--- src/rtl/core/grdt_pkg.sv ---
// Shared types and constants for the Gaussian row filter with 2:1 decimation.
// Used by the channel interfaces, the cell modules and the top level.
`default_nettype none
package grdt_pkg;

   localparam int TAP_RADIUS_DEF = 5;
   localparam int MAX_WIDTH_DEF  = 4096;
   localparam int MAX_HEIGHT_DEF = 4096;

   localparam int PIX_W      = 16;
   localparam int COEF_W     = 16;
   localparam int COEF_NUM   = 6;
   localparam int DIM_W      = 13;
   localparam int DIM_CAP    = 8191;
   localparam int MIN_WIDTH  = 6;
   localparam int OUT_ROW_W  = 11;
   localparam int OUT_COL_W  = 12;
   localparam int PAIR_W     = PIX_W + 1;
   localparam int PROD_W     = PAIR_W + COEF_W;
   localparam int ACC_W      = 36;
   localparam int FRAC_W     = 16;
   localparam int ROUND_HALF = 32768;
   localparam int FIFO_DEPTH = 8;
   localparam int CSR_IDX_W  = 3;
   localparam int CSR_DATA_W = 16;
   localparam int XW         = 15;

   typedef enum logic [CSR_IDX_W-1:0] {
      REG_ROW_WIDTH    = 3'd0,
      REG_IMAGE_HEIGHT = 3'd1,
      REG_COEF_CENTER  = 3'd2,
      REG_COEF_DIST1   = 3'd3,
      REG_COEF_DIST2   = 3'd4,
      REG_COEF_DIST3   = 3'd5,
      REG_COEF_DIST4   = 3'd6,
      REG_COEF_DIST5   = 3'd7
   } csr_index_type;

   localparam logic [COEF_W-1:0] COEF_RESET [COEF_NUM] =
      '{16'd16346, 16'd13449, 16'd7485, 16'd2819, 16'd718, 16'd124};

   typedef struct packed {
      logic [OUT_ROW_W-1:0] out_row;
      logic [OUT_COL_W-1:0] out_col;
      logic                 row_done;
      logic                 frame_done;
   } result_meta_type;

   typedef struct packed {
      logic [PIX_W-1:0] value;
      result_meta_type  meta;
   } result_type;

endpackage
`default_nettype wire

--- src/rtl/core/grdt_fifo.sv ---
// Result queue that decouples the filter pipeline from the output channel.
// Depends on grdt_pkg for the result type and depth.
`default_nettype none
module grdt_fifo (
   input  logic                    clock,
   input  logic                    reset,
   input  logic                    push,
   input  grdt_pkg::result_type    push_data,
   input  logic                    pop,
   output logic                    out_valid,
   output grdt_pkg::result_type    out_data
);
   import grdt_pkg::*;

   localparam int PW = $clog2(FIFO_DEPTH);
   localparam int CW = $clog2(FIFO_DEPTH + 1);

   result_type    mem_ff [FIFO_DEPTH];
   logic [PW-1:0] wr_ptr_ff, wr_ptr_in;
   logic [PW-1:0] rd_ptr_ff, rd_ptr_in;
   logic [CW-1:0] count_ff, count_in;

   always_comb begin
      wr_ptr_in = push ? wr_ptr_ff + PW'(1) : wr_ptr_ff;
      rd_ptr_in = pop ? rd_ptr_ff + PW'(1) : rd_ptr_ff;
      count_in  = count_ff + CW'(push) - CW'(pop);
   end

   always_ff @(posedge clock) begin
      if (reset) begin
         wr_ptr_ff <= '0;
         rd_ptr_ff <= '0;
         count_ff  <= '0;
      end else begin
         wr_ptr_ff <= wr_ptr_in;
         rd_ptr_ff <= rd_ptr_in;
         count_ff  <= count_in;
      end
   end

   always_ff @(posedge clock) begin
      if (push) begin
         mem_ff[wr_ptr_ff] <= push_data;
      end
   end

   assign out_valid = (count_ff != '0);
   assign out_data  = mem_ff[rd_ptr_ff];
endmodule
`default_nettype wire

--- config.mk ---
export PLATFORM = sky130hd
export DESIGN_NAME = grdt_fifo
export DESIGN_NICKNAME = d
export VERILOG_FILES = /design/src/rtl/core/grdt_pkg.sv /design/src/rtl/core/grdt_fifo.sv
export SDC_FILE = /design/constraint.sdc
export NUM_CORES = 1
export LEC_CHECK = 0
export BUFFER_PORTS_ARGS = -buffer_cell sky130_fd_sc_hd__buf_2
export CORE_MARGIN = 3
export CORE_UTILIZATION = 57
export CTS_CLUSTER_DIAMETER = 200
export CTS_CLUSTER_SIZE = 16
export DETAILED_ROUTE_END_ITERATION = 12
export GPL_TIMING_DRIVEN = 0
export MAX_ROUTING_LAYER = met4
export PLACE_DENSITY = 0.76
export SYNTH_ARGS = -nofsm -noshare
export SYNTH_HDL_FRONTEND = slang
export SYNTH_SLANG_ARGS = --single-unit
--- constraint.sdc ---
create_clock -name clock -period 5.3 [get_ports clock]
set_input_delay 0.53 -clock clock [delete_from_list [all_inputs] [get_ports clock]]
set_output_delay 0.53 -clock clock [all_outputs]
set_load 0.03 [all_outputs]
======== Word-level counts from Yosys, hierarchy flattened ========
Memories as Yosys holds them, arrays and structs flattened. A register that Yosys moved wholly into a read port is not among the register bits.
Cells that the tools add are included.
storage, ports and cells
  bits in registers ....................... 10
  latch bits .............................. 0
  RAM bits ................................ 328
  memory bits (read-only) ................. 0
  input port bits ......................... 45
  output and inout port bits .............. 42
  logic and storage cells ................. 13
  memories kept ........................... 1
memory list
  memory  words  bits a word  read ports  clocked after memory_dff  wr ports  RTL line         RTL
  mem_ff  8      41           1           1                         1         grdt_fifo.sv:18  result_type mem_ff [FIFO_DEPTH];
cells by class
  add/subtract/negate cells ............... 4
  multiply operators ...................... 0
  div/mod/pow operators ................... 0
  order comparisons ....................... 0
  eq/ne operators ......................... 0
  shifts and indexed selects .............. 0
  multiplexer cells ....................... 4
  bitwise logic cells ..................... 0
  reductions and logical operators ........ 1
operators with widths
  kind                                                            count
  3-bit by 1-bit adder with 3-bit output (second input constant)  2
  3-bit 2-to-1 mux                                                2
  4-bit by 1-bit adder with 4-bit output                          1
  4-bit nonzero test                                              1
  4-bit by 1-bit subtractor with 4-bit output                     1
  1-bit 2-to-1 mux                                                2

======== Depth between registers and ports, before layout ========
  depth after elaboration ................. 3
  gate-level depth with buffers ........... 8
  mapped depth without buffers ............ 8

======== Worst setup path after synthesis ========
Ideal clock, no wire load.
  path type ............................... input port to flip-flop
  start ................................... input port push
  end ..................................... memory mem_ff[0][0] (netlist name), enable pin
  library setup time ...................... 0.490 ns
  arrival ................................. 3.433 ns
  data required time ...................... 4.810 ns
  path slack .............................. 1.376 ns
  stages on the path ...................... 2
  buffers on the path ..................... 0
  path through ............................ nand2b_1 -> nor3_1
between the ends
  cells in the longest elaborated chain, start to end .. 2
ends and longest elaborated chain
  what                                    RTL line         RTL
  start, declared                         grdt_fifo.sv:7   input logic push,
  1-bit 2-to-1 mux                        grdt_fifo.sv:42  if (push) begin
  1-bit 2-to-1 mux (not written as such)  grdt_fifo.sv:43  mem_ff[wr_ptr_ff] <= push_data;
  end, declared                           grdt_fifo.sv:18
Every way passes these cells.

==> results.sh <==
export IMPL_outcome="complete, no violations"
export IMPL_cp_cell_sequence="clkbuf_2, buf_1, mux4_1, mux2_2, buf_2"
export IMPL_grt_usage=0.207
export IMPL_rsz0062_at_grt="no"
export IMPL_ff2ff_setup_slack_ns=3.10
export IMPL_antenna_found_initial=3
export IMPL_vias=5912
export IMPL_avgViaCountPerCell=6.04
export IMPL_min_to="mem_ff[2][35]"
export IMPL_routedWlPerCell_um=25.2
export IMPL_fmax_mhz=326
export IMPL_clockPowerShare=0.320
export IMPL_powerDensity_mw_per_mm2=358
export IMPL_p_seq_frac=0.567
export IMPL_start_util=0.582
export IMPL_fillerInstances=1423
export IMPL_cts_root_buf="clkbuf_16"
export IMPL_max_slew_margin_rel=0.375
export IMPL_clkLatencyLatePin_ns=0.52
export IMPL_syn_avg_cell_area_sq_um=24.4
export IMPL_cts_tree="done"
export IMPL_num_io_pins=87
export IMPL_synth_largest_area_cell="edfxtp_1"
export IMPL_p_total_mw=5.39
export IMPL_clock_sinks=341
export IMPL_yosys_warnings=0
export IMPL_cp_end_kind="output pin"
export IMPL_die_x_um=158
export IMPL_worst_pin_slew_ns=0.935
export IMPL_drv_cap=0
export IMPL_dieArea_sq_mm=0.0251
export IMPL_place_hpwl_mm=15.1
export IMPL_p_switching_mw=1.21
export IMPL_cp_data_required_time_ns=4.77
export IMPL_die_h_um=158
export IMPL_hold_depth=1
export IMPL_yosysUniqueCellTypes=23
export IMPL_hold_start="push_data[35]"
export IMPL_slew_violations=0
export IMPL_synthCells=542
export IMPL_fin_crit_sh=0.579
export IMPL_setup_viol=0
export IMPL_gr_total_overflow=0
export IMPL_h_tree_depth=1
export IMPL_cp_max_fo=10
export IMPL_stdcell_area_sq_mm=0.0151
export IMPL_globalplace_congestion=0.706
export IMPL_path_clk_slew_ns=0.07
export IMPL_worstSetupPathType="reg -> out"
export IMPL_drt_iter0_drc=436
export IMPL_fin_nets=725
export IMPL_cp_slowest_cell="buf_1"
export IMPL_ys_async_sr_fraction=0
export IMPL_cp_start_kind="flop"
export IMPL_clock_skew_final_ns=0.0131
export IMPL_p_sw_frac=0.225
export IMPL_portBuffers=86
export IMPL_grt_first_pass_wirelength_mm=36.9
export IMPL_grt_max_degree=24
export IMPL_r2r_cells=5
export IMPL_hold_viol_final=0
export IMPL_final_core_util=0.663
export IMPL_synth_nets=595
export IMPL_p_leak_nw=4.97
export IMPL_r2r_end="mem_ff[4][13]"
export IMPL_cts_hold_buf=0
export IMPL_p_int_mw=4.17
export IMPL_ys_ff_latch=341
export IMPL_hold_path_class="in -> reg"
export IMPL_r2r_start="wr_ptr_ff[2]"
export IMPL_irDropWorstVdd_mv=0.219
export IMPL_drive_gt1_frac=0.277
export IMPL_synthFlopType="edfxtp_1"
export IMPL_synth_top_area_share=0.745
export IMPL_pre_cts_slack_ns=2.75
export IMPL_finalWorstSetupSlack_ns=2.23
export IMPL_grt_pass1_vias=6165
export IMPL_dr_pass1_iters=5
export IMPL_ctsResizeCount=0
export IMPL_finalWorstPathRequiredPeriod_ns=3.07
export IMPL_cts_max_path_buffers=3
export IMPL_synth_edf_count=328
export IMPL_comb_power_share=0.113
export IMPL_drc=0
export IMPL_synth_area_leaders="edfxtp_1, mux4_1, mux2_2"
export IMPL_max_stage_delay_ns=0.59
export IMPL_seq_area_frac_synth=0.765
export IMPL_coreArea_sq_mm=0.0227
export IMPL_post_cts_buffers=0
export IMPL_syn_area_sq_mm=0.0132
export IMPL_crit_arrival_ns=2.54
export IMPL_cts_buffers=25
export IMPL_row_count=55
export IMPL_ant_nets=0
export IMPL_area_growth_pct=13.9
export IMPL_wirelength_mm=24.7
export IMPL_dpl_cell_area_sq_mm=0.0143
-- cells in the mapped netlist, types with 2 or more instances --
| master | n |
|---|---|
| a21oi_1 | 2 |
| mux2i_1 | 2 |
| mux4_1 | 80 |
| nor2_1 | 16 |
| nand2_1 | 4 |
| nand2b_1 | 4 |
| xor2_1 | 3 |
| ha_1 | 7 |
| inv_1 | 7 |
| mux2_2 | 41 |
| nand3_1 | 2 |
| buf_1 | 8 |
| buf_6 | 9 |
| mux4_2 | 2 |
| clkbuf_1 | 6 |
| xnor2_1 | 2 |
| edfxtp_1 | 328 |
| dfxtp_1 | 13 |
| nor3_1 | 2 |
-- layout by cell type (no fill, tap or decap), types with 5 or more instances in the layout --
| cell | count |
|---|---|
| buf_1 | 8 |
| mux4_1 | 80 |
| inv_1 | 7 |
| buf_2 | 86 |
| mux2_2 | 41 |
| buf_6 | 17 |
| dfxtp_1 | 13 |
| nor2_4 | 6 |
| clkbuf_1 | 25 |
| edfxtp_1 | 328 |
| buf_12 | 5 |
| clkbuf_16 | 25 |
| ha_1 | 7 |
| nor2_1 | 10 |
-- layout make-up --
| class | instances | area [sq um] | share of cell area |
|---|---|---|---|
| antenna | 4 | 10.0 | 0.000665 |
| buffer | 24 | 159 | 0.0106 |
| clock buffer | 44 | 697 | 0.0463 |
| clock inverter | 1 | 16.3 | 0.00108 |
| inverter | 7 | 26.3 | 0.00175 |
| multi-input combinational | 170 | 2980 | 0.198 |
| sequential | 341 | 10100 | 0.672 |
| tap | 285 | 357 | 0.0237 |
| timing repair buffer | 103 | 698 | 0.0464 |
-- flip-flops by register name, summed over array words and instances, names as in the netlist, named ones only --
signal / flops
count_ff: 4
mem_ff: 328
rd_ptr_ff: 3
wr_ptr_ff: 3
-- per-layer routing --
| metal | track usage | routed length (um) |
|---|---|---|
| met1 | 0.280 | 10300 |
| met2 | 0.344 | 13000 |
| met3 | 0.0302 | 1130 |
| met4 | 0.0422 | 293 |
| met5 | - | 0 |
-- worst max path at each step --
stage | to | startpoint | slack (ns)
6_report | out_data[5] | flop | 2.23
5_1_grt | out_data[10] | flop | 2.11
4_1_cts | out_data[30] | flop | 2.19
3_5_place_dp | out_data[30] | flop | 2.75
3_3_place_gp | mem_ff[0][21] | push | -1.70
2_1_floorplan | mem_ff[0][0] | push | 1.38
-- logic make-up (layout without fill, tap and decap cells) --
group	after synthesis	count (layout)	synth area share
xor gates and xnor gates	5	5	0.00331
AOI/OAI and AO/OA	3	3	0.00142
buffers and inverters	31	179	0.0140
other	0	4	0
and+or+nand+nor	29	29	0.00956
muxes	125	125	0.199
DFF	341	341	0.765
adders and majority gates	8	8	0.00814
-- stage by stage --
stage / hold WS [ns] / TNS (ns) / cells
2_1_floorplan: 0.485 / 0 / 542
3_3_place_gp: 0.504 / -138.98 / 913
3_5_place_dp: 0.553 / 0 / 930
4_1_cts: 0.244 / 0 / 975
5_1_grt: 0.262 / 0 / 978
6_report: 0.271 / 0 / 979
-- power groups by stage --
stage               registers (mW)  logic (mW)  clock network, mW
CTS                           3.06       0.617               1.76
floorplan                     3.11       0.406                  0
finish                        3.05       0.611               1.72
global route                  3.06       0.651               1.87
global placement              3.12       0.565                  0
detailed placement            3.12       0.615                  0
-- worst max-delay path, delay by kind of cell (launching register included) --
family / cells / cell delay (ns)
buffers and inverters: 3 / 1.01
muxes: 2 / 0.71
DFF: 1 / 0.31
Power figures use the tool's default switching activity.
