[config.mk]
export PLATFORM = sky130hd
export DESIGN_NAME = grdt_cell
export DESIGN_NICKNAME = d
export VERILOG_FILES = /design/src/rtl/core/grdt_pkg.sv /design/src/rtl/core/grdt_cell.sv
export SDC_FILE = /design/constraint.sdc
export NUM_CORES = 1
export LEC_CHECK = 0
export BUFFER_PORTS_ARGS = -buffer_cell sky130_fd_sc_hd__buf_2
export CAP_MARGIN = 20
export CORE_MARGIN = 2
export CORE_UTILIZATION = 36
export CTS_BUF_LIST = sky130_fd_sc_hd__clkbuf_4
export DETAILED_ROUTE_END_ITERATION = 7
export PLACE_DENSITY_LB_ADDON = 0.25
export SYNTH_ARGS = -nofsm -noshare
export SYNTH_HDL_FRONTEND = slang
export SYNTH_SLANG_ARGS = --single-unit
export TNS_END_PERCENT = 30
[constraint.sdc]
create_clock -name clock -period 0.8 [get_ports clock]
set_input_delay 0 -clock clock [delete_from_list [all_inputs] [get_ports clock]]
set_output_delay 0 -clock clock [all_outputs]
set_load 0.02 [all_outputs]
[src/rtl/core/grdt_pkg.sv]
// Shared types and constants for the Gaussian row filter with 2:1 decimation.
// Used by the channel interfaces, the cell modules and the top level.
`default_nettype none
package grdt_pkg;

   localparam int TAP_RADIUS_DEF = 5;
   localparam int MAX_WIDTH_DEF  = 4096;
   localparam int MAX_HEIGHT_DEF = 4096;

   localparam int PIX_W      = 16;
   localparam int COEF_W     = 16;
   localparam int COEF_NUM   = 6;
   localparam int DIM_W      = 13;
   localparam int DIM_CAP    = 8191;
   localparam int MIN_WIDTH  = 6;
   localparam int OUT_ROW_W  = 11;
   localparam int OUT_COL_W  = 12;
   localparam int PAIR_W     = PIX_W + 1;
   localparam int PROD_W     = PAIR_W + COEF_W;
   localparam int ACC_W      = 36;
   localparam int FRAC_W     = 16;
   localparam int ROUND_HALF = 32768;
   localparam int FIFO_DEPTH = 8;
   localparam int CSR_IDX_W  = 3;
   localparam int CSR_DATA_W = 16;
   localparam int XW         = 15;

   typedef enum logic [CSR_IDX_W-1:0] {
      REG_ROW_WIDTH    = 3'd0,
      REG_IMAGE_HEIGHT = 3'd1,
      REG_COEF_CENTER  = 3'd2,
      REG_COEF_DIST1   = 3'd3,
      REG_COEF_DIST2   = 3'd4,
      REG_COEF_DIST3   = 3'd5,
      REG_COEF_DIST4   = 3'd6,
      REG_COEF_DIST5   = 3'd7
   } csr_index_type;

   localparam logic [COEF_W-1:0] COEF_RESET [COEF_NUM] =
      '{16'd16346, 16'd13449, 16'd7485, 16'd2819, 16'd718, 16'd124};

   typedef struct packed {
      logic [OUT_ROW_W-1:0] out_row;
      logic [OUT_COL_W-1:0] out_col;
      logic                 row_done;
      logic                 frame_done;
   } result_meta_type;

   typedef struct packed {
      logic [PIX_W-1:0] value;
      result_meta_type  meta;
   } result_type;

endpackage
`default_nettype wire

[src/rtl/core/grdt_cell.sv]
// One cell of the pixel window: holds a pixel and passes it on when shift is high.
// Depends on grdt_pkg for the pixel width.
`default_nettype none
module grdt_cell (
   input  logic                       clock,
   input  logic                       shift,
   input  logic [grdt_pkg::PIX_W-1:0] pixel_in,
   output logic [grdt_pkg::PIX_W-1:0] pixel_out
);
   import grdt_pkg::*;

   logic [PIX_W-1:0] pixel_ff;

   always_ff @(posedge clock) begin
      if (shift) begin
         pixel_ff <= pixel_in;
      end
   end

   assign pixel_out = pixel_ff;
endmodule
`default_nettype wire

# Word-level counts from Yosys, hierarchy flattened
# Cells that the tools add are included.
# op_classes
n_addsub,0
multipliers,0
n_div,0
order_cmp,0
n_eq_ne,0
shifts,0
muxes,0
n_bitwise,0
n_reduce_logical,0
# word_totals
ff_bits,16
latch_bits,0
mem_bits_rw,0
mem_bits_ro,0
input_bits,18
output_inout_bits,16
elab_cells,1
mem_count,0

# Logic depth before layout (Yosys ltp)
# Gate-level depths: netlist of the first run.
# depth
ltp_word,0
ltp_mapped,0
depth_no_buf,0

# Worst setup path after synthesis of the first run
# Ideal clock, no wire load.
# synth_timing
path_kind,register to output
startpoint,reg pixel_ff[0] (netlist: pixel_out[0])
endpoint,out pixel_out[0] in the netlist's numbering
arrival_ps,449
t_required_ps,800
slack_ps,351
path_stages_with_launch,1
path_buffers,0
cell_sequence,edfxtp_1
# synth_lines
item,line,rtl
start: declaration,grdt_cell.sv:12,logic [PIX_W-1:0] pixel_ff;
start signal: assignment,grdt_cell.sv:16,pixel_ff <= pixel_in;
end: declaration,grdt_cell.sv:8,output logic [grdt_pkg::PIX_W-1:0] pixel_out
# No word-level cell between the ends.

# Worst setup path in the final report of the first run
# layout_timing
startpoint,reg pixel_ff[13] (netlist: pixel_out[13])
endpoint,out pixel_out[13] in the netlist's numbering
# No word-level cell between the ends.

==> impl_metrics.py, run 1 <==
metrics = {
    "clocking": {
        "cts_setup_buffers": 0,
        "cts_tree": "yes",
        "clk_path_buf_depth": 2,
        "htreeDepth": 1,
        "cts.sinks": 16,
        "root_buffer": "clkbuf_4",
        "cts.clk_slew.worst_paths_ns": 0.08,
        "cts_buffers": 3,
    },
    "floorplanning": {
        "chipHeight_um": 40.5,
        "dieArea_um2": 1640,
        "die_x_um": 40.5,
        "start_util": 0.379,
        "num_rows": 13,
        "ios": 34,
        "core_area_um2": 1270,
    },
    "timing": {
        "finalCriticalPeriod_ns": 0.817,
        "period_share": 1.02,
        "setup_viol": 8,
        "setup-tns-final_ns": -0.0587,
        "hold_viol_final": 0,
        "slew_violations": 0,
        "rsz0062_at_grt": "yes",
        "worst_slack_ns": -0.0173,
        "slew_headroom": 0.766,
        "holdWs_ns": 0.149,
        "worst_slew_pin_slew_ns": 0.350,
        "fmax_ghz": 1.22,
    },
    "placement": {
        "gp_congestion": 0.598,
        "io_buffers": 33,
        "detailedPlace.worstSlack_ns": 0.143,
        "placed_area_um2": 664,
    },
    "route": {
        "first_pass_iters": 2,
        "ant_nets": 0,
        "drtIter0Drc": 4,
        "routedWlPerCell_um": 10.9,
        "vias": 343,
        "viasPerCell": 4.13,
        "drt-total-wl_um": 907,
        "route.detailed.drc": 0,
    },
    "synthesis": {
        "ys_warn_count": 0,
        "synth_fp_nets": 34,
        "postSynthAreaPerCell_um2": 30.0,
        "postSynthCellCount": 16,
        "syn_area_um2": 480,
        "ys_ff_latch": 16,
        "ys_types": 1,
        "ys_seq_area_frac": 1.00,
    },
    "global_route": {
        "grt_pass1_wl_um": 1260,
        "overflow": 0,
        "grt_max_degree": 17,
        "met3_usage": 0.0333,
        "busiest_layer": "met2",
        "grt_pass1_vias": 325,
        "grt_use_total": 0.135,
        "grt_use_met2": 0.183,
        "grt_use_met1": 0.162,
        "antenna_found_initial": 0,
    },
    "power_and_ir_drop": {
        "power_density_nw_per_um2": 1930,
        "peakVddDrop_mv": 1.49,
        "leakage_nw": 0.376,
        "power_mw": 1.68,
    },
    "worst_setup_path": {
        "cp_top_family": "flip-flops",
        "worstPathArrival_ns": 0.82,
        "end_kind": "primary output",
        "start_kind": "flop",
        "crit_buf_inv": 1,
        "critical_path_required_ns": 0.80,
        "crit_slowest_cell": "edfxtp_1",
        "critPathMaxFanout": 1,
        "slowest_delay_ns": 0.40,
        "cp_cell_sequence": "buf_6",
        "crit_type": "reg -> out",
    },
    "final_layout": {
        "drive_above_1_share": 0.529,
        "syn2layout_area_growth_pct": 81.5,
        "layout_commonest_cell": "buf_2",
        "final_nets": 88,
        "num-fill-cells": 90,
        "final_cell_mix": "29 x buf_2, 16 x dlygate4sd3_1, 16 x edfxtp_1, 4 x buf_6, 3 x clkbuf_4",
        "design_area_um2": 872,
        "multiInputGateArea_um2": 0,
        "largest_reg_flops": 16,
        "diodes": 0,
        "nMultiInputCombCells": 0,
    },
    "hold_path": {
        "hp-class": "in -> reg",
    },
    "flow_run": {
        "drv_cap": 0,
    },
    "outcome": {
        "status": "finished, violations left",
        "violations": "setup timing",
    },
}
==> area by class of cell <==
type                  instances  area, um^2  area share
Sequential cell              16         480       0.551
Tap cell                     15        18.8      0.0215
Clock buffer                  3        22.5      0.0258
Timing Repair Buffer         49         350       0.402
==> layer usage <==
metal / wire, um / part of all wire
met4: 35 / 0.039
met5: 0 / 0
met2: 413 / 0.46
met3: 77 / 0.085
met1: 379 / 0.42
==> where the power goes <==
group	internal, mW	leakage, nW	switching (mW)	total, mW
clock network	0.174	0.0138	0.218	0.393
logic	0.139	0.205	0.137	0.276
registers	0.995	0.157	0.0166	1.01
==> stage by stage <==
| stage | instances | util |
|---|---|---|
| 2_1_floorplan | 16 | - |
| 3_3_place_gp | 64 | 0.524 |
| 3_5_place_dp | 64 | 0.524 |
| 4_1_cts | 83 | 0.678 |
| 5_1_grt | 83 | 0.687 |
| 6_report | 83 | 0.687 |
==> cell usage after synthesis <==
cell type  count  area [um^2]
edfxtp_1      16          480
==> cell families (layout without fill, tap and decap cells) <==
family,after synthesis,count (layout),synth area share
buffers and inverters,0,52,0
flip-flops,16,16,1.00
==> path summary, 6_finish.rpt <==
kind,from,cells past startpoint,end
max,pixel_out[13],1,pixel_out[13]
min,shift,1,pixel_out[14]
==> repair_timing <==
action / CTS / global route
gates resized for setup: 4 / 4
hold buffers: 16 / 0
endpoints found under the hold margin: 16 / 0
setup endpoints to repair: 12 / 16
(Power assumes the default switching activity.)
==> run 2, diff against run 1 <==
- ABC_AREA: default -> 1
- BUFFER_PORTS_ARGS: -buffer_cell sky130_fd_sc_hd__buf_2 -> default
- CORE_AREA: default -> 2 2 39 41
- CORE_MARGIN: 2 -> default
- CORE_UTILIZATION: 36 -> default
- DIE_AREA: default -> 0 0 41 43
- DONT_BUFFER_PORTS: default -> 1
==> impl_metrics.py, run 2 (synthesis gave the netlist of run 1 again) <==
metrics = {
    "floorplanning": {
        "die_x_um": 41,
        "dieArea_um2": 1760,
        "chipHeight_um": 43,
        "num_rows": 14,
        "start_util": 0.347,
        "core_area_um2": 1380,
        "ios": 34,
    },
    "global_route": {
        "grt_use_total": 0.0961,
        "grt_max_degree": 17,
        "overflow": 0,
        "antenna_found_initial": 0,
        "grt_pass1_vias": 254,
        "grt_pass1_wl_um": 1040,
    },
    "timing": {
        "fmax_ghz": 1.30,
        "worst_slew_pin_slew_ns": 0.217,
        "slew_headroom": 0.856,
        "setup_viol": 0,
        "setup-tns-final_ns": 0,
        "rsz0062_at_grt": "yes",
        "slew_violations": 0,
        "period_share": 0.964,
        "holdWs_ns": -0.173,
        "hold_viol_final": 16,
        "finalCriticalPeriod_ns": 0.771,
    },
    "worst_setup_path": {
        "end_kind": "primary output",
        "critPathMaxFanout": 1,
        "critical_path_required_ns": 0.80,
        "crit_type": "reg -> out",
        "crit_start": "pixel_out[12]",
        "start_kind": "flop",
        "worstPathArrival_ns": 0.77,
    },
    "power_and_ir_drop": {
        "peakVddDrop_mv": 1.03,
        "power_mw": 1.58,
        "leakage_nw": 0.239,
        "power_density_nw_per_um2": 2300,
    },
    "route": {
        "vias": 235,
        "route.detailed.drc": 0,
        "drtIter0Drc": 4,
        "drt-total-wl_um": 773,
        "ant_nets": 0,
        "viasPerCell": 4.52,
        "first_pass_iters": 2,
        "routedWlPerCell_um": 14.9,
    },
    "clocking": {
        "cts_buffers": 3,
        "cts.clk_slew.worst_paths_ns": 0.09,
        "cts.sinks": 16,
        "clk_path_buf_depth": 2,
        "htreeDepth": 1,
        "cts_hold_buf": 16,
        "cts_tree": "yes",
        "cts_resized": 0,
        "root_buffer": "clkbuf_4",
    },
    "final_layout": {
        "final_cell_mix": "16 x dlygate4sd3_1, 16 x edfxtp_1, 3 x clkbuf_4, 1 x clkinv_1",
        "multiInputGateArea_um2": 0,
        "drive_above_1_share": 0.0833,
        "nMultiInputCombCells": 0,
        "num-fill-cells": 118,
        "final_nets": 55,
        "seq_area_um2": 480,
        "syn2layout_area_growth_pct": 43.0,
        "diodes": 0,
        "largest_reg_flops": 16,
    },
    "hold_path": {
        "min_delay_path_depth": 0,
        "min_to": "pixel_out[10]",
        "hold_start": "shift",
        "hp-class": "in -> reg",
    },
    "outcome": {
        "status": "finished, violations left",
        "violations": "hold timing",
    },
    "placement": {
        "io_buffers": 0,
        "gp_congestion": 0.499,
    },
    "flow_run": {
        "drv_cap": 0,
    },
}
## run 2: repair_timing
item,CTS,global route
endpoints found under the hold margin,32,16
endpoints found under the setup margin,0,5
setup buffers,0,0
## run 2: report_power, final
group / internal [mW] / leakage (nW) / total [mW] / switching (mW)
combinational: 0.0516 / 0.0668 / 0.0616 / 0.0100
sequential: 1.00 / 0.157 / 1.11 / 0.104
clock: 0.181 / 0.0154 / 0.413 / 0.233
## run 2: area by class of cell
type | instances | area share
clock inverter | 1 | 0.00546
tap | 16 | 0.0291
clock buffer | 3 | 0.0328
sequential | 16 | 0.699
timing repair buffer | 16 | 0.233
## run 2: metrics by stage
step / cells / util / area [um^2] / hold slack, ns / setup WS (ns)
floorplan: 16 / - / 480 / 0.0989 / 0.351
global placement: 32 / 0.362 / 500 / 0.0989 / 0.337
CTS: 52 / 0.496 / 687 / -0.185 / 0.0105
detailed placement: 32 / 0.362 / 500 / 0.0989 / 0.332
global route: 52 / 0.496 / 687 / -0.196 / -0.00813
finish: 52 / 0.496 / 687 / -0.173 / 0.0286
## run 2: how the worst max path moves through the flow
stage	endpoint	slack, ns	cells past startpoint
floorplan	pixel_out[0]	0.35	0
global placement	pixel_out[7]	0.34	0
detailed placement	pixel_out[12]	0.33	0
CTS	pixel_out[12]	0.01	0
global route	pixel_out[15]	-0.008	0
finish	pixel_out[12]	0.03	0
## run 2: per-layer routing
metal  global-route usage  wire (um)  part of all wire
met2                0.150        435              0.56
met1               0.0919        270              0.35
met4               0.0800          5            0.0065
met5                    0          0                 0
met3               0.0366         62             0.080
