===== src/rtl/core/grdt_pkg.sv =====
// Shared types and constants for the Gaussian row filter with 2:1 decimation.
// Used by the channel interfaces, the cell modules and the top level.
`default_nettype none
package grdt_pkg;

   localparam int TAP_RADIUS_DEF = 5;
   localparam int MAX_WIDTH_DEF  = 4096;
   localparam int MAX_HEIGHT_DEF = 4096;

   localparam int PIX_W      = 16;
   localparam int COEF_W     = 16;
   localparam int COEF_NUM   = 6;
   localparam int DIM_W      = 13;
   localparam int DIM_CAP    = 8191;
   localparam int MIN_WIDTH  = 6;
   localparam int OUT_ROW_W  = 11;
   localparam int OUT_COL_W  = 12;
   localparam int PAIR_W     = PIX_W + 1;
   localparam int PROD_W     = PAIR_W + COEF_W;
   localparam int ACC_W      = 36;
   localparam int FRAC_W     = 16;
   localparam int ROUND_HALF = 32768;
   localparam int FIFO_DEPTH = 8;
   localparam int CSR_IDX_W  = 3;
   localparam int CSR_DATA_W = 16;
   localparam int XW         = 15;

   typedef enum logic [CSR_IDX_W-1:0] {
      REG_ROW_WIDTH    = 3'd0,
      REG_IMAGE_HEIGHT = 3'd1,
      REG_COEF_CENTER  = 3'd2,
      REG_COEF_DIST1   = 3'd3,
      REG_COEF_DIST2   = 3'd4,
      REG_COEF_DIST3   = 3'd5,
      REG_COEF_DIST4   = 3'd6,
      REG_COEF_DIST5   = 3'd7
   } csr_index_type;

   localparam logic [COEF_W-1:0] COEF_RESET [COEF_NUM] =
      '{16'd16346, 16'd13449, 16'd7485, 16'd2819, 16'd718, 16'd124};

   typedef struct packed {
      logic [OUT_ROW_W-1:0] out_row;
      logic [OUT_COL_W-1:0] out_col;
      logic                 row_done;
      logic                 frame_done;
   } result_meta_type;

   typedef struct packed {
      logic [PIX_W-1:0] value;
      result_meta_type  meta;
   } result_type;

endpackage
`default_nettype wire


===== src/rtl/core/grdt_mac.sv =====
// Weight cell: multiplies a folded tap pair by its coefficient, registered.
// Depends on grdt_pkg for operand widths.
`default_nettype none
module grdt_mac (
   input  logic                        clock,
   input  logic [grdt_pkg::PAIR_W-1:0] pair_in,
   input  logic [grdt_pkg::COEF_W-1:0] coef_in,
   output logic [grdt_pkg::PROD_W-1:0] prod_out
);
   import grdt_pkg::*;

   logic [PROD_W-1:0] prod_ff;

   always_ff @(posedge clock) begin
      prod_ff <= PROD_W'(pair_in) * PROD_W'(coef_in);
   end

   assign prod_out = prod_ff;
endmodule
`default_nettype wire


===== config.mk =====
export PLATFORM = sky130hd
export DESIGN_NAME = grdt_mac
export DESIGN_NICKNAME = d
export VERILOG_FILES = /design/src/rtl/core/grdt_pkg.sv /design/src/rtl/core/grdt_mac.sv
export SDC_FILE = /design/constraint.sdc
export NUM_CORES = 1
export LEC_CHECK = 0
export ABC_AREA = 0
export BUFFER_PORTS_ARGS = -buffer_cell sky130_fd_sc_hd__buf_2
export CORE_MARGIN = 4
export CORE_UTILIZATION = 65
export DETAILED_ROUTE_END_ITERATION = 8
export GPL_TIMING_DRIVEN = 0
export PLACE_DENSITY = 0.85
export SYNTH_ARGS = -nofsm -noshare
export SYNTH_HDL_FRONTEND = slang
export SYNTH_SLANG_ARGS = --single-unit

===== constraint.sdc =====
create_clock -name clock -period 16.8 [get_ports clock]
set_input_delay 1.68 -clock clock [delete_from_list [all_inputs] [get_ports clock]]
set_output_delay 1.68 -clock clock [all_outputs]
set_load 0.005 [all_outputs]

# --- Word-level counts from Yosys, hierarchy flattened ---
# Cells that the tools add are included.
op_classes:
  mul: 1
  magnitude_cmp: 0
  n_eq_ne: 0
  addsub: 0
  n_shift: 0
  bitwise_logic: 0
  reduce_logical: 0
  n_mux: 0
  div_mod_pow: 0
ops:
  columns: ["op", "count"]
  rows:
  - ["multiplier 17 x 16 -> 33 bit", 1]
word_totals:
  latchBits: 0
  output_inout_bits: 33
  n_memories: 0
  mem_bits_ro: 0
  input_bits: 34
  wordCells: 2
  mem_bits_rw: 0
  register_bits: 33

# --- Logic depth before layout (Yosys ltp) ---
# Gate-level depths: netlist (run 1).
logic_depth:
  ltp_word: 1
  ltp_mapped: 24
  depth_no_buf: 22

# --- Worst setup path after synthesis (run 1) ---
# OpenSTA, ideal clock, no wires.
synth_path:
  path_type: "input port to flip-flop"
  from: "input pair_in[7] in the netlist's numbering"
  to: "register prod_ff[32], in the netlist prod_out[32]"
  setup_slack_ns: 9.946
  setup_ns: 0.078
  t_arrival_ns: 6.776
  path_stages: 22
  path_buffers: 2
  t_required_ns: 16.722
  path_cell_list: "clkbuf_1 nand2_1 fa_1 inv_1 fa_1 inv_1 fa_1 inv_1 fa_1 fa_1 inv_1 fa_1 inv_1 ha_1 clkbuf_2 nand4_1 a2111oi_2 nor4_2 o21ai_1 a211oi_1 a41o_1 nor3_1"
synth_between:
  elab_chain_len: 1
synth_lines:
  columns: ["item", "line", "rtl"]
  rows:
  - ["start: declaration", "grdt_mac.sv:6", "input logic [grdt_pkg::PAIR_W-1:0] pair_in,"]
  - ["multiplier 17 x 16 -> 33 bit", "grdt_mac.sv:15", "prod_ff <= PROD_W'(pair_in) * PROD_W'(coef_in);"]
  - ["end signal: assignment", "grdt_mac.sv:15", null]
  - ["end: declaration", "grdt_mac.sv:12", "logic [PROD_W-1:0] prod_ff;"]
# Every way passes these cells.

# --- Final worst setup path (run 1) ---
# Same ends and word-level chain as after synthesis.

==> results of run 1 <==
==> cell type report <==
cell class | count | area [um^2] | share of cell area
plain buffers | 42 | 161 | 0.0155
clock buffers | 7 | 153 | 0.0147
well taps | 184 | 230 | 0.0221
multi-input cells | 760 | 7980 | 0.768
clock inverters | 1 | 5.00 | 0.000481
repair buffers | 66 | 330 | 0.0318
inverters | 233 | 875 | 0.0841
flip-flops and latches | 33 | 661 | 0.0635
==> cells in the mapped netlist (all sizes together) (2+ instances only) <==
| cell type | number | area share |
|---|---|---|
| fa | 208 | 0.43 |
| a21o | 11 | 0.0085 |
| dfxtp | 33 | 0.068 |
| o21a | 5 | 0.0040 |
| nor3 | 2 | 0.0010 |
| a211oi | 4 | 0.0036 |
| inv | 233 | 0.090 |
| xnor2 | 14 | 0.013 |
| and3 | 4 | 0.0026 |
| nor2 | 13 | 0.0050 |
| o21ai | 13 | 0.0067 |
| nand4 | 6 | 0.0039 |
| o211ai | 4 | 0.0036 |
| o31ai | 2 | 0.0030 |
| buf | 2 | 0.0010 |
| xor2 | 15 | 0.014 |
| ha | 105 | 0.14 |
| clkbuf | 40 | 0.016 |
| nand2b | 2 | 0.0013 |
| nand3 | 6 | 0.0041 |
| nor2b | 3 | 0.0019 |
| and2 | 130 | 0.084 |
| a31oi | 4 | 0.0026 |
| a21oi | 25 | 0.013 |
| nand2 | 166 | 0.065 |
| o22ai | 2 | 0.0013 |
| a311oi | 2 | 0.0031 |
==> final timing paths <==
path | to | slack (ns) | startpoint
setup / recovery | prod_out[32] | 9.06 | pair_in[7]
hold / removal | prod_out[0] | 1.71 | coef_in[0]
==> stage by stage <==
step	cells	utilization	instance area (um^2)
final	1326	0.715	10400
after CTS	1326	0.715	10400
after global routing	1326	0.715	10400
after detailed placement	1318	0.704	10200
after global placement	1318	0.704	10200
after floorplan	1068	-	9680
==> routing by layer <==
metal	global-route usage	vias up
li1	-	3346
met1	0.382	3752
met2	0.500	329
met3	0.0467	74
met4	0.140	0
met5	0	-
==> cells by family after synthesis <==
| family | count (synthesis) | synth area share |
|---|---|---|
| and+or+nand+nor | 337 | 0.173 |
| adders and majority gates | 313 | 0.566 |
| buffers and inverters | 275 | 0.107 |
| AOI/OAI and AO/OA | 81 | 0.0595 |
| DFF | 33 | 0.0683 |
| xor gates and xnor gates | 29 | 0.0262 |
==> metrics.csv, run 1 <==
metric;value;unit
postSynthAreaPerCell;9.06;um^2
cp.buffers_inverters;8;
yosysWarnings;0;
crit_slowest_cell;fa_1;
htree_num_levels;2;
worstMarginPinSlew;0.672;ns
design.core.area;14500;um^2
synth_edf_count;0;
layout_commonest_cell;inv_1;
initial_core_util;0.666;
routed_wl;23.3;mm
slowest_delay;0.58;ns
crit_required;17.00;ns
setup-violations-final;0;
status;completed;
cts_root_buf;clkbuf_16;
cts_resized;0;
maxCapViolations;0;
finalHoldViolCount;0;
yosysUniqueCellTypes;49;
synth_top_flop_cell;dfxtp_1;
synth_seq_area_share;0.0683;
preCtsSetupSlack;8.87;ns
fin_ws;9.06;ns
crit_top_cell;fa_1;
drt-initial-drc-count;505;
finalCritPeriodShare;0.461;
gp_congestion;0.960;
die_area;16900;um^2
cp-end-kind;flip-flop;
rsz0062_at_grt;false;
dpl.hpwl;19.9;mm
num_io_pins;67;
routed_via_density;5.66;
grt_pass1_wl;38.5;mm
grt_start_max_net_pins;11;
die_w;130;um
grt_usage;0.298;
cts_max_path_buffers;2;
hold_path_class;input port to flip-flop;
antenna_cells;0;
largest_register_ffs;33;
via_count;7501;
layout_common_cells;inv_1, fa_1, nand2_1;
top_layer;met4;
antenna_found_initial;0;
firstDrtPassIters;5;
start_kind;input port;
final_nets;1488;
cts_sinks;33;
ys_seq_elements;33;
whs;1.71;ns
overflow;0;
path_depth;23;
route.met2.wl;11.5;mm
wl_met1;8.63;mm
fillerInstances;1148;
worstPathCellList;buf_2 > clkbuf_1 > nand2_1 > fa_1 > inv_1 > fa_1 > inv_1 > fa_1 > inv_1 > fa_1 > inv_1 > fa_1 > fa_1 > inv_1 > ha_1 > clkbuf_1 > nand4_1 > a2111oi_2 > nor4_2 > o21ai_1 > a211oi_1 > a41o_1 > nor3_1;
grt_pass1_vias;7916;
syn_area;9680;um^2
ant_nets;0;
syn-instance-count;1068;
wl_met3;1.89;mm
critPathTopFamily;adder cells;
hold_buffers;0;
numPortBuffers;66;
path_class;input port to flip-flop;
avgRoutedWirePerCell;17.6;um
crit_fanout;10;
post_cts.repair.setup_buffers;0;
slew_violations;0;
fmax;129;MHz
fin_crit;7.74;ns
syn2layout_area_growth;7.42;%
drc_errors;0;
tritoncts;done;
maxSlewHeadroom;0.552;
cts_made_buffers;5;
postSynth.asyncResetShare;0;
row_count;44;
syn_nets;1415;
cp.arrival;7.94;ns
hold_depth;2;
die_h;130;um
drive_above_1_share;0.0797;
fin_setup_tns;0;ns
clk_pin_slew_worst_paths;0.05;ns
Power of run 1 is left out: the tool's default activity adds up to more than one toggle a clock period on the data nets, which glitch-free logic cannot reach.
==> run 2, diff against run 1 <==
ABC_AREA = 1   (was 0)
CORE_UTILIZATION = 58   (was 65)
PLACE_DENSITY = 0.8   (was 0.85)
clock period = 7 ns   (was 16.8 ns; I/O delays follow)
==> metrics.csv, run 2 <==
metric;value;unit
status;completed;
cts_sinks;33;
synth_edf_count;0;
syn-instance-count;1453;
slowest_delay;0.56;ns
via_count;8828;
cp-end-kind;flip-flop;
ys_seq_elements;33;
die_w;143;um
tritoncts;done;
cts_made_buffers;5;
finalCritPeriodShare;0.901;
yosysMostFrequentCell;nand2_1;
synth_top_flop_cell;dfxtp_1;
post_cts.repair.setup_buffers;0;
maxCapViolations;0;
ant_nets;0;
maxSlewHeadroom;0.540;
grt_pass1_wl;44.9;mm
drive_above_1_share;0.0442;
slew_violations;0;
drc_errors;0;
drt-initial-drc-count;624;
htree_num_levels;2;
row_count;49;
synth_top_area_cell;fa_1;
yosysWarnings;0;
yosys.area.top_type_share;0.394;
syn_nets;1800;
ys_top_cells_by_area;fa_1, nand2_1, inv_1;
final_nets;1840;
cts_root_buf;clkbuf_16;
firstDrtPassIters;6;
clk_pin_slew_worst_paths;0.06;ns
finalHoldViolCount;0;
final_cell_area;11200;um^2
placed_cell_area;11000;um^2
cts_resized;0;
antenna_found_initial;0;
grt_pass1_vias;9328;
yosysUniqueCellTypes;24;
rsz0062_at_grt;false;
num_io_pins;67;
routed_via_density;5.12;
critPathTopFamily;adder cells;
hold_path_class;input port to flip-flop;
crit_fanout;10;
fin_crit;6.30;ns
gp_congestion;0.982;
synth_seq_area_share;0.0626;
syn_area;10600;um^2
postSynthAreaPerCell;7.27;um^2
die_h;143;um
overflow;0;
initial_core_util;0.588;
postSynth.asyncResetShare;0;
die_area;20400;um^2
crit_required;7.18;ns
cts_max_path_buffers;2;
cp.arrival;6.49;ns
crit_slowest_cell;clkbuf_1;
syn2layout_area_growth;5.90;%
largest_register_ffs;33;
fmax;159;MHz
grt_start_max_net_pins;13;
start_kind;input port;
layout_common_cells;nand2_1, inv_1, fa_1;
fin_setup_tns;0;ns
avgRoutedWirePerCell;15.6;um
fillerInstances;1595;
design.core.area;18000;um^2
cp.buffers_inverters;6;
layout_commonest_cell;nand2_1;
path_class;input port to flip-flop;
antenna_cells;0;
numPortBuffers;33;
dpl.hpwl;22.9;mm
worstMarginPinSlew;0.690;ns
final_util;0.623;
routed_wl;26.9;mm
grt_usage;0.279;
worstPathCellList;clkbuf_1 > clkbuf_1 > nand2_1 > fa_1 > fa_1 > inv_1 > fa_1 > fa_1 > fa_1 > inv_1 > fa_1 > inv_1 > ha_1 > nand2_1 > inv_2 > a21oi_1 > nand3_2 > nand2_1 > nand2_1 > nand2_1 > nand2_1;
synthTopCellsByCount;nand2_1, inv_1, fa_1;
setup-violations-final;0;
hold_buffers;0;
run 2: logic make-up after synthesis:
logic type      share of synthesized area
buf+inv                             0.183
xor+xnor                           0.0149
simple gates                        0.207
fa+ha+maj                           0.519
flops                              0.0626
compound gates                     0.0135
run 2: routing by layer:
layer | wire, um | part of all wire | global-route usage
met5 | 0 | 0 | 0
met4 | 1320 | 0.049 | 0.126
met3 | 2120 | 0.079 | 0.0536
met2 | 13200 | 0.49 | 0.470
met1 | 10300 | 0.38 | 0.348
run 2: path summary, 6_finish.rpt:
kind,end,slack [ns],cells after the start,startpoint
max,prod_out[31],0.70,21,pair_in[13]
min,prod_out[0],0.82,3,coef_in[0]
run 2: cell type report:
type,count,area (um^2),share of cell area
Multi-Input combinational cell,905,7970,0.712
Inverter,449,1690,0.151
Sequential cell,33,661,0.0591
Tap cell,229,287,0.0256
Buffer,66,248,0.0222
Timing Repair Buffer,33,165,0.0148
Clock buffer,5,125,0.0112
Clock inverter,3,46.3,0.00414
run 2: through the flow:
stage	hold WS, ns	worst slack [ns]	instances
5_1_grt	0.836	0.459	1723
2_1_floorplan	0.984	1.41	1453
6_report	0.817	0.695	1723
3_5_place_dp	1.08	0.504	1715
3_3_place_gp	1.08	0.555	1715
4_1_cts	0.814	0.769	1723
Power of run 2 is left out for the same reason.
==> run 3, diff against run 2 <==
ABC_AREA = not set   (was 1)
==> metrics.csv, run 3 (same netlist as run 1, synthesis figures left out) <==
metric;value;unit
status;completed;
routed_wl;23.9;mm
maxSlewHeadroom;0.510;
hold_path_class;input port to flip-flop;
num_io_pins;67;
crit_fanout;10;
cts_made_buffers;5;
hold_path_end;prod_out[0];
fmax;147;MHz
grt_usage;0.272;
cp.arrival;7.00;ns
antenna_found_initial;0;
hold_start;coef_in[0];
rsz0062_at_grt;false;
overflow;0;
finalCritPeriodShare;0.970;
crit_required;7.21;ns
fin_crit;6.79;ns
drc_errors;0;
via_count;7513;
drive_above_1_share;0.0789;
cts_sinks;33;
layout_commonest_cell;inv_1;
avgRoutedWirePerCell;17.6;um
setup-violations-final;0;
die_h;137;um
regArea;661;um^2
row_count;46;
antenna_cells;0;
cts_resized;0;
hold_depth;2;
hold_buffers;0;
cp-end-kind;flip-flop;
whs;0.755;ns
htree_num_levels;2;
syn2layout_area_growth;7.60;%
post_cts.repair.setup_buffers;0;
routed_via_density;5.54;
layout_common_cells;inv_1, fa_1, nand2_1;
slew_violations;0;
drt-initial-drc-count;483;
fin_setup_tns;0;ns
design.core.area;16100;um^2
grt_pass1_vias;7814;
die_w;137;um
start_kind;input port;
ant_nets;0;
cts_root_buf;clkbuf_16;
numPortBuffers;66;
gp_congestion;0.942;
maxCapViolations;0;
grt_start_max_net_pins;11;
cts_max_path_buffers;2;
finalHoldViolCount;0;
worstMarginPinSlew;0.735;ns
path_class;input port to flip-flop;
clk_pin_slew_worst_paths;0.05;ns
tritoncts;done;
initial_core_util;0.601;
fillerInstances;1345;
firstDrtPassIters;5;
largest_register_ffs;33;
grt_pass1_wl;39.1;mm
die_area;18800;um^2
multi_input_area;7980;um^2
final_nets;1487;
dpl.hpwl;20.3;mm
-- run 3: changes by cell type in the layout (fill, tap and decap cells not counted), sizes merged, moves of 9 or more --
cell and delta:
a21o +10, and2 +129, buf +32, clkbuf -23, inv -216, nand2 -300
nand3 -24, nor2 -26, o21ai +9, xnor2 +12
-- run 3: layer usage --
layer  vias to the layer above  track usage  part of all wire
li1                       3340            -                 -
met1                      3759        0.348              0.38
met2                       345        0.463              0.50
met3                        69       0.0482             0.082
met4                         0        0.103             0.040
met5                         -            0                 0
-- run 3: worst max path at each step --
stage | startpoint | to | slack [ns] | depth (start not counted)
6_report | pair_in[12] | prod_out[32] | 0.21 | 21
5_1_grt | pair_in[10] | prod_out[32] | 0.01 | 22
4_1_cts | pair_in[13] | prod_out[32] | 0.28 | 21
3_5_place_dp | pair_in[13] | prod_out[32] | 0.02 | 21
3_3_place_gp | pair_in[13] | prod_out[32] | 0.06 | 21
2_1_floorplan | pair_in[7] | prod_out[32] | 1.13 | 22
-- run 3: layout make-up --
cell class / count / area share
plain buffers: 41 / 0.0151
flip-flops and latches: 33 / 0.0634
clock inverters: 2 / 0.000961
repair buffers: 66 / 0.0317
well taps: 216 / 0.0260
inverters: 233 / 0.0840
multi-input cells: 760 / 0.766
clock buffers: 6 / 0.0124
-- run 3: stage by stage --
step	instances	setup WS [ns]	area [um^2]	utilization
3_3_place_gp	1350	0.0609	10300	0.638
5_1_grt	1357	0.0120	10400	0.646
2_1_floorplan	1068	1.13	9680	-
3_5_place_dp	1350	0.0223	10300	0.638
4_1_cts	1358	0.284	10400	0.646
6_report	1357	0.212	10400	0.646
-- run 3: critical path, stage by stage --
cell and delay, ns:
buf_2 0.20, clkbuf_1 0.54, nand2_1 0.17, fa_1 0.52, fa_1 0.59, inv_1 0.07
fa_1 0.48, fa_1 0.43, inv_1 0.10, fa_1 0.45, fa_1 0.55, inv_1 0.06
ha_1 0.27, clkbuf_1 0.30, nand4_1 0.20, a2111oi_2 0.36, nor4_2 0.14, o21ai_1 0.35
a211oi_1 0.14, a41o_1 0.22, nor3_1 0.16
Power of run 3 is left out for the same reason.
